### src/hdl/ahrc_pkg.sv
// Package: shared types, constants and step table for the hold-repeat counter.
`timescale 1ns / 1ps

package ahrc_pkg;

  localparam int unsigned REPEAT_MS   = 500;
  localparam int unsigned ACCEL_MS    = 3000;
  localparam int unsigned STEP_LEVELS = 6;

  localparam int unsigned TIME_W   = 31;
  localparam int unsigned VALUE_W  = 32;
  localparam int unsigned MAXIDX_W = 3;
  localparam int unsigned IDX_W    = 4;
  localparam int unsigned AMT_W    = 8;

  localparam int unsigned IN_DATA_W  = 40;
  localparam int unsigned OUT_DATA_W = 40;
  localparam int unsigned CFG_ADDR_W = 3;
  localparam int unsigned CFG_DATA_W = 32;

  localparam logic REG_START_VALUE = 1'b0;
  localparam logic REG_MAX_STEP    = 1'b1;

  typedef struct packed {
    logic [TIME_W-1:0] now_ms;
    logic              up_press;
    logic              down_press;
    logic              up_release;
    logic              down_release;
  } item_t;

  typedef struct packed {
    logic                      holding;
    logic                      direction_up;
    logic [TIME_W-1:0]         hold_start_time;
    logic [TIME_W-1:0]         next_repeat_time;
    logic signed [VALUE_W-1:0] current_value;
  } state_t;

  typedef struct packed {
    logic signed [VALUE_W-1:0] edited_value;
    logic                      value_changed;
    logic                      hold_active;
  } result_t;

  function automatic logic [AMT_W-1:0] step_amount(input logic [IDX_W-1:0] idx);
    logic [AMT_W-1:0] amt;
    case (idx)
      4'd0:    amt = 8'd1;
      4'd1:    amt = 8'd5;
      4'd2:    amt = 8'd10;
      4'd3:    amt = 8'd25;
      4'd4:    amt = 8'd100;
      default: amt = 8'd200;
    endcase
    return amt;
  endfunction

endpackage

### src/hdl/ahrc_step.sv
// Step logic: next hold state and result for one update transaction.
`timescale 1ns / 1ps

module ahrc_step (
  input  ahrc_pkg::state_t                    st_cur,
  input  ahrc_pkg::item_t                     item,
  input  logic [ahrc_pkg::MAXIDX_W-1:0]       max_step_index,
  output ahrc_pkg::state_t                    st_nxt,
  output ahrc_pkg::result_t                   res
);

  localparam logic [ahrc_pkg::TIME_W-1:0] RepeatT = ahrc_pkg::TIME_W'(ahrc_pkg::REPEAT_MS);
  localparam logic [ahrc_pkg::IDX_W-1:0]  LastIdx =
    ahrc_pkg::IDX_W'(ahrc_pkg::STEP_LEVELS - 1);

  logic                             press;
  logic                             release_ev;
  logic                             hold;
  logic                             dir_up;
  logic [ahrc_pkg::TIME_W-1:0]      h_start;
  logic [ahrc_pkg::TIME_W-1:0]      nrt;
  logic [ahrc_pkg::TIME_W-1:0]      first_tick;
  logic [ahrc_pkg::TIME_W-1:0]      elapsed;
  logic [ahrc_pkg::IDX_W-1:0]       level;
  logic [ahrc_pkg::IDX_W-1:0]       cap;
  logic [ahrc_pkg::IDX_W-1:0]       idx;
  logic                             do_step;
  logic                             do_repeat;
  logic [ahrc_pkg::AMT_W-1:0]       amount;
  logic signed [ahrc_pkg::VALUE_W:0] ext_val;
  logic signed [ahrc_pkg::VALUE_W:0] ext_amt;
  logic signed [ahrc_pkg::VALUE_W:0] sum;
  logic signed [ahrc_pkg::VALUE_W-1:0] sat_val;

  assign press      = item.up_press | item.down_press;
  assign release_ev = item.up_release | item.down_release;
  assign hold       = press | st_cur.holding;
  assign dir_up     = press ? item.up_press : st_cur.direction_up;
  assign h_start    = press ? item.now_ms : st_cur.hold_start_time;
  assign nrt        = press ? (item.now_ms + RepeatT) : st_cur.next_repeat_time;
  assign first_tick = h_start + RepeatT;
  assign elapsed    = item.now_ms - h_start;

  // acceleration level: count of crossed multiples of the accel period
  always_comb begin
    level = '0;
    for (int k = 1; k < int'(ahrc_pkg::STEP_LEVELS); k++) begin
      if (elapsed >= ahrc_pkg::TIME_W'(k * ahrc_pkg::ACCEL_MS)) begin
        level = level + ahrc_pkg::IDX_W'(1);
      end
    end
  end

  assign cap = (ahrc_pkg::IDX_W'(max_step_index) > LastIdx) ? LastIdx
                                                           : ahrc_pkg::IDX_W'(max_step_index);
  assign idx = (level > cap) ? cap : level;

  assign do_repeat = hold & ~release_ev & (item.now_ms >= nrt);
  assign do_step   = hold & ((release_ev & (nrt == first_tick)) | do_repeat);
  assign amount    = do_repeat ? ahrc_pkg::step_amount(idx) : ahrc_pkg::AMT_W'(1);

  assign ext_val = {st_cur.current_value[ahrc_pkg::VALUE_W-1], st_cur.current_value};
  assign ext_amt = $signed({{(ahrc_pkg::VALUE_W + 1 - ahrc_pkg::AMT_W){1'b0}}, amount});
  assign sum     = dir_up ? (ext_val + ext_amt) : (ext_val - ext_amt);

  always_comb begin
    if (sum[ahrc_pkg::VALUE_W] != sum[ahrc_pkg::VALUE_W-1]) begin
      sat_val = sum[ahrc_pkg::VALUE_W] ? {1'b1, {(ahrc_pkg::VALUE_W-1){1'b0}}}
                                       : {1'b0, {(ahrc_pkg::VALUE_W-1){1'b1}}};
    end else begin
      sat_val = sum[ahrc_pkg::VALUE_W-1:0];
    end
  end

  always_comb begin
    st_nxt.holding          = hold & ~release_ev;
    st_nxt.direction_up     = dir_up;
    st_nxt.hold_start_time  = h_start;
    st_nxt.next_repeat_time = do_repeat ? (nrt + RepeatT) : nrt;
    st_nxt.current_value    = do_step ? sat_val : st_cur.current_value;
    res.edited_value        = st_nxt.current_value;
    res.value_changed       = do_step;
    res.hold_active         = st_nxt.holding;
  end

endmodule

### src/hdl/accelerating_hold_repeat_counter.sv
// Top level: accelerating auto-repeat value editor with stream and APB ports.
//
// Each input transaction on in_* is one button update: a millisecond time
// stamp and the up/down press and release events. Every input transaction
// yields exactly one output transaction on out_* carrying the edited value,
// a flag that this update stepped the value, and the hold flag.
// Each result passes through the input register, then the result register.
// Throughput: one transaction per cycle while the receiver does not stall.
// When the receiver stalls, the result register holds its transaction and
// one more item can wait in the input register; in_tready drops only when
// both are full.
// Registers (APB, 32 bit): 0x0 start_value (write also loads the edited
// value), 0x4 max_step_index. Write only while no transaction is in flight.
// Reset (rst_n low, synchronous) empties both registers, ends any hold and
// sets the value and both configuration registers to zero.
`timescale 1ns / 1ps

module accelerating_hold_repeat_counter (
  input  logic                                 clk,
  input  logic                                 rst_n,
  input  logic                                 in_tvalid,
  output logic                                 in_tready,
  // [30:0] now_ms, [31] up_press, [32] down_press, [33] up_release,
  // [34] down_release, [39:35] ignored
  input  logic [ahrc_pkg::IN_DATA_W-1:0]       in_tdata,
  output logic                                 out_tvalid,
  input  logic                                 out_tready,
  // [31:0] edited_value, [32] value_changed, [33] hold_active, [39:34] zero
  output logic [ahrc_pkg::OUT_DATA_W-1:0]      out_tdata,
  input  logic                                 cfg_psel,
  input  logic                                 cfg_penable,
  input  logic                                 cfg_pwrite,
  input  logic [ahrc_pkg::CFG_ADDR_W-1:0]      cfg_paddr,
  input  logic [ahrc_pkg::CFG_DATA_W-1:0]      cfg_pwdata,
  output logic [ahrc_pkg::CFG_DATA_W-1:0]      cfg_prdata,
  output logic                                 cfg_pready
);

  logic                                 s1_v_r;
  ahrc_pkg::item_t                      s1_item_r;
  logic                                 out_v_r;
  ahrc_pkg::result_t                    out_res_r;
  ahrc_pkg::state_t                     st_r;
  ahrc_pkg::state_t                     st_nxt;
  ahrc_pkg::state_t                     st_step;
  ahrc_pkg::result_t                    res_step;
  logic signed [ahrc_pkg::VALUE_W-1:0]  start_value_r;
  logic [ahrc_pkg::MAXIDX_W-1:0]        max_idx_r;
  logic                                 in_acc;
  logic                                 s1_adv;
  logic                                 cfg_wr;
  logic                                 cfg_sel;

  assign cfg_pready = 1'b1;
  assign cfg_wr     = cfg_psel & cfg_penable & cfg_pwrite & cfg_pready;
  assign cfg_sel    = cfg_paddr[2];

  assign s1_adv    = s1_v_r & (~out_v_r | out_tready);
  assign in_tready = ~s1_v_r | s1_adv;
  assign in_acc    = in_tvalid & in_tready;

  ahrc_step u_step (
    .st_cur         (st_r),
    .item           (s1_item_r),
    .max_step_index (max_idx_r),
    .st_nxt         (st_step),
    .res            (res_step)
  );

  always_comb begin
    st_nxt = st_r;
    if (s1_adv) begin
      st_nxt = st_step;
    end
    if (cfg_wr && cfg_sel == ahrc_pkg::REG_START_VALUE) begin
      st_nxt.current_value = $signed(cfg_pwdata);
    end
  end

  always_ff @(posedge clk) begin
    if (!rst_n) begin
      s1_v_r        <= 1'b0;
      out_v_r       <= 1'b0;
      st_r          <= '0;
      start_value_r <= '0;
      max_idx_r     <= '0;
    end else begin
      st_r <= st_nxt;
      if (in_tready) begin
        s1_v_r <= in_tvalid;
      end
      if (s1_adv) begin
        out_v_r <= 1'b1;
      end else if (out_tready) begin
        out_v_r <= 1'b0;
      end
      if (cfg_wr) begin
        case (cfg_sel)
          ahrc_pkg::REG_START_VALUE: start_value_r <= $signed(cfg_pwdata);
          ahrc_pkg::REG_MAX_STEP:    max_idx_r     <= cfg_pwdata[ahrc_pkg::MAXIDX_W-1:0];
          default: ;
        endcase
      end
    end
  end

  always_ff @(posedge clk) begin
    if (in_acc) begin
      s1_item_r.now_ms       <= in_tdata[ahrc_pkg::TIME_W-1:0];
      s1_item_r.up_press     <= in_tdata[ahrc_pkg::TIME_W];
      s1_item_r.down_press   <= in_tdata[ahrc_pkg::TIME_W+1];
      s1_item_r.up_release   <= in_tdata[ahrc_pkg::TIME_W+2];
      s1_item_r.down_release <= in_tdata[ahrc_pkg::TIME_W+3];
    end
    if (s1_adv) begin
      out_res_r <= res_step;
    end
  end

  assign out_tvalid = out_v_r;
  assign out_tdata  = {{(ahrc_pkg::OUT_DATA_W - ahrc_pkg::VALUE_W - 2){1'b0}},
                       out_res_r.hold_active, out_res_r.value_changed,
                       out_res_r.edited_value};

  always_comb begin
    case (cfg_sel)
      ahrc_pkg::REG_START_VALUE: cfg_prdata = start_value_r;
      ahrc_pkg::REG_MAX_STEP:
        cfg_prdata = {{(ahrc_pkg::CFG_DATA_W - ahrc_pkg::MAXIDX_W){1'b0}}, max_idx_r};
      default:                   cfg_prdata = '0;
    endcase
  end

endmodule

### config.mk
export PLATFORM = sky130hd
export DESIGN_NAME = accelerating_hold_repeat_counter
export DESIGN_NICKNAME = d
export VERILOG_FILES = /design/src/hdl/ahrc_pkg.sv /design/src/hdl/ahrc_step.sv /design/src/hdl/accelerating_hold_repeat_counter.sv
export SDC_FILE = /design/constraint.sdc
export NUM_CORES = 1
export LEC_CHECK = 0
export ABC_AREA = 1
export BUFFER_PORTS_ARGS = -buffer_cell sky130_fd_sc_hd__buf_2
export CAP_MARGIN = 20
export CORE_ASPECT_RATIO = 0.7
export CORE_UTILIZATION = 55
export CTS_CLUSTER_SIZE = 14
export DETAILED_ROUTE_END_ITERATION = 8
export GPL_ROUTABILITY_DRIVEN = 0
export PLACE_DENSITY = 0.73
export SYNTH_ARGS = -nofsm -noshare
export SYNTH_HDL_FRONTEND = slang
export SYNTH_SLANG_ARGS = --single-unit
### constraint.sdc
create_clock -name clk -period 11.8 [get_ports clk]
set_input_delay 3.54 -clock clk [delete_from_list [all_inputs] [get_ports clk]]
set_output_delay 3.54 -clock clk [all_outputs]
set_load 0.005 [all_outputs]
==> impl_metrics.env <==
export IMPL_r2r_start="s1_item_r[3]"
export IMPL_postPlaceCellArea_um2=17500
export IMPL_preCtsSetupSlack_ps=6.286
export IMPL_port_buffers=142
export IMPL_vdd_drop_max_mv=0.1064
export IMPL_ys_flop_type="dfxtp_1"
export IMPL_clock_sinks=202
export IMPL_htreeDepth=1
export IMPL_final_area_um2=18370
export IMPL_synth_largest_area_cell="dfxtp_1"
export IMPL_vias=16740
export IMPL_overflow=0
export IMPL_synth_area_um2=16340
export IMPL_power_net_switching_w=0.0007363
export IMPL_synth_seq_cells=202
export IMPL_pin_count=157
export IMPL_synth_common_cells="539 x nand2_1, 352 x inv_1, 244 x a21oi_1"
export IMPL_synth_edff_count=69
export IMPL_synth_area_leaders="dfxtp_1 16%, edfxtp_1 13%, nand2_1 12%, inv_1 8.1%, ha_1 7.6%"
export IMPL_crit_path_max_fanout=14
export IMPL_p_comb_share_pct=28.9
export IMPL_path_class="reg -> reg"
export IMPL_startpoint="s1_item_r[3]"
export IMPL_fmax_ghz=0.09018
export IMPL_power_density_nw_per_um2=114.2
export IMPL_relSlewSlack_pct=27.71
export IMPL_vias_per_cell=5.650
export IMPL_cp_required_ps=12060
export IMPL_maxCapViolCount=0
export IMPL_coreArea_um2=29020
export IMPL_worstSetupEndpointType="flip-flop"
export IMPL_timing_final_crit_share_pct=93.98
export IMPL_min_delay_start="start_value_r[29]"
export IMPL_drc=0
export IMPL_synthArstFlopShare_pct=0
export IMPL_synth_xor_area_share_pct=5.890
export IMPL_ctsHoldBuffers=0
export IMPL_placed_cells=2913
export IMPL_synth_cells=2425
export IMPL_path_common_cell="nand2_1"
export IMPL_fin_cells=2962
export IMPL_post_synth_top_count_cell="nand2_1"
export IMPL_worstSkewPairLatency_ps=550
export IMPL_fp_dieArea_um2=30410
export IMPL_hold_class="reg -> reg"
export IMPL_finalWirelength_um=48490
export IMPL_grt_max_degree=88
export IMPL_pwr_share_clk_pct=33.3
export IMPL_cpMaxStageDelayCell="edfxtp_1"
export IMPL_synth_compound_area_share_pct=16.74
export IMPL_track_usage_pct=31.27
export IMPL_synthMuxAreaShare_pct=0.1302
export IMPL_synth_top_family_by_area="simple AND/OR/NAND/NOR gates"
export IMPL_synth_top_area_share_pct=16.30
export IMPL_antenna_found_initial=2
export IMPL_drt_iter0_markers=1662
export IMPL_ys_types=59
export IMPL_drive_above_1_share_pct=14.83
export IMPL_cts_tree="built"
export IMPL_period_minus_slack_ps=11090
export IMPL_power_share_switching_pct=35.12
export IMPL_hold_violations=0
export IMPL_first_global_vias=15100
export IMPL_cts_buffers=23
export IMPL_ys_seq_area_share_pct=28.98
export IMPL_slowest_delay_ps=480
export IMPL_synthSimpleGateAreaFrac_pct=29.47
export IMPL_fin_skew_ps=28.23
export IMPL_drtPass1Iterations=6
export IMPL_cts_root_buf="clkbuf_16"
export IMPL_p_seq_share_pct=37.8
export IMPL_r2r_setup_slack_ps=710
export IMPL_start_util_pct=56.30
export IMPL_nets=2749
export IMPL_detail_route_antenna_nets=0
export IMPL_crit_path_start_kind="flip-flop"
export IMPL_leakagePower_nw=8.650
export IMPL_finalMaxSlewViolations=0
export IMPL_die_h_um=146.2
export IMPL_p_int_w=0.001360
export IMPL_cp_data_arrival_time_ps=11350
export IMPL_setup_ws_ps=710.7
export IMPL_dp_hpwl_um=36400
export IMPL_areaGrowthSynthToFinish_pct=12.43
export IMPL_rows=52
export IMPL_die_x_um=208.0
export IMPL_ys_warn_count=0
export IMPL_synth_avg_cell_area_um2=6.736
export IMPL_clockBufferDepth=3
export IMPL_final_setup_tns_ps=0
export IMPL_synthAdderAreaFrac_pct=7.828
export IMPL_wl_per_cell_um=16.37
export IMPL_status="completed"
export IMPL_power_w=0.002097
export IMPL_worstMarginPinSlew_ps=1084
export IMPL_grt_first_pass_wirelength_um=77220
export IMPL_report_final_setup_viol=0
export IMPL_clk_pin_slew_ps=60
-- area by class of cell --
cell class	instances	area, um^2
Antenna cell	2	5.005
Clock buffer	31	625.6
Clock inverter	10	78.83
Fill cell	2658	10650
Inverter	371	1395
Multi-Input combinational cell	1781	9932
Sequential cell	202	4735
Tap cell	378	473.0
Timing Repair Buffer	187	1122
-- worst max-delay path: cells and delay by family (launching register included) --
family	cells	cell delay, ps
compound gates	13	2550
xor+xnor	2	450
fa+ha+maj	6	1810
buf+inv	12	1510
flops	1	480
simple gates	39	4020
-- layout by cell type (no fill, tap or decap), types with 7 or more instances in the layout --
| cell | synthesis | final |
|---|---|---|
| a21boi_0 | 30 | 29 |
| a21oi_1 | 244 | 233 |
| a21oi_2 | 11 | 22 |
| a31oi_1 | 9 | 9 |
| buf_2 | 13 | 142 |
| buf_4 | 7 | 39 |
| clkbuf_16 | 0 | 23 |
| conb_1 | 2 | 8 |
| dfxtp_1 | 133 | 133 |
| edfxtp_1 | 69 | 69 |
| ha_1 | 99 | 98 |
| inv_1 | 352 | 350 |
| inv_2 | 17 | 17 |
| nand2_1 | 539 | 539 |
| nand2_2 | 39 | 39 |
| nand3_1 | 118 | 118 |
| nand3_2 | 28 | 28 |
| nand4_1 | 32 | 32 |
| nor2_1 | 202 | 198 |
| nor2_2 | 16 | 18 |
| nor2_4 | 4 | 7 |
| nor3_1 | 32 | 31 |
| nor4_1 | 19 | 19 |
| o21ai_0 | 167 | 160 |
| o21ai_1 | 9 | 14 |
| or2_2 | 7 | 7 |
| xnor2_1 | 18 | 18 |
| xor2_1 | 90 | 90 |
-- worst paths after layout --
kind / end / cells past startpoint
hold reg to reg: start_value_r[29] / 2
hold / removal: start_value_r[29] / 2
setup reg to reg: out_tdata[30] / 72
setup / recovery: out_tdata[30] / 72
-- per-stage QoR --
step	utilization, %	hold slack, ps
after floorplan	-	441.0
after global placement	60.29	449.5
after detailed placement	60.29	452.1
after CTS	62.74	461.9
after global routing	63.29	485.0
final	63.29	464.4
-- timing repair --
action                                  CTS  global route
hold endpoints to repair                  0             0
gates cloned                              1             0
buffers inserted                          0             4
pin swaps                                 1             4
endpoints found under the setup margin    1            64
resized for setup                         0            30
-- sequential cells by signal, summed over array words and instances (netlist names) --
| signal | flops |
|---|---|
| st_r | 96 |
| s1_item_r | 35 |
| start_value_r | 32 |
| out_tvalid | 1 |
| max_idx_r | 3 |
| out_tdata | 34 |
| s1_v_r | 1 |
-- power by group through the flow --
stage	clock network, W	logic (W)	registers, W
2_1_floorplan	0	0.000431	0.000796
3_3_place_gp	0	0.000563	0.000805
3_5_place_dp	0	0.000578	0.000806
4_1_cts	0.000709	0.000583	0.000792
5_1_grt	0.000735	0.000673	0.000796
6_report	0.000699	0.000605	0.000792
-- logic make-up (layout without fill, tap and decap cells) --
logic type      after synthesis  after routing
xor+xnor                    109            109
flops                       202            202
mux                           2              2
other cells                   2             10
fa+ha+maj                   101            101
compound gates              502            502
buf+inv                     449            599
simple gates               1058           1059
-- routing by layer --
metal | vias up | routed length [um] | GRT usage (%)
li1 | 8216 | - | -
met1 | 7648 | 22460 | 46.34
met2 | 797 | 19980 | 46.31
met3 | 75 | 4991 | 5.743
met4 | 0 | 1067 | 8.222
met5 | - | 0 | 0
No activity file was read; power rests on OpenSTA's default activity.
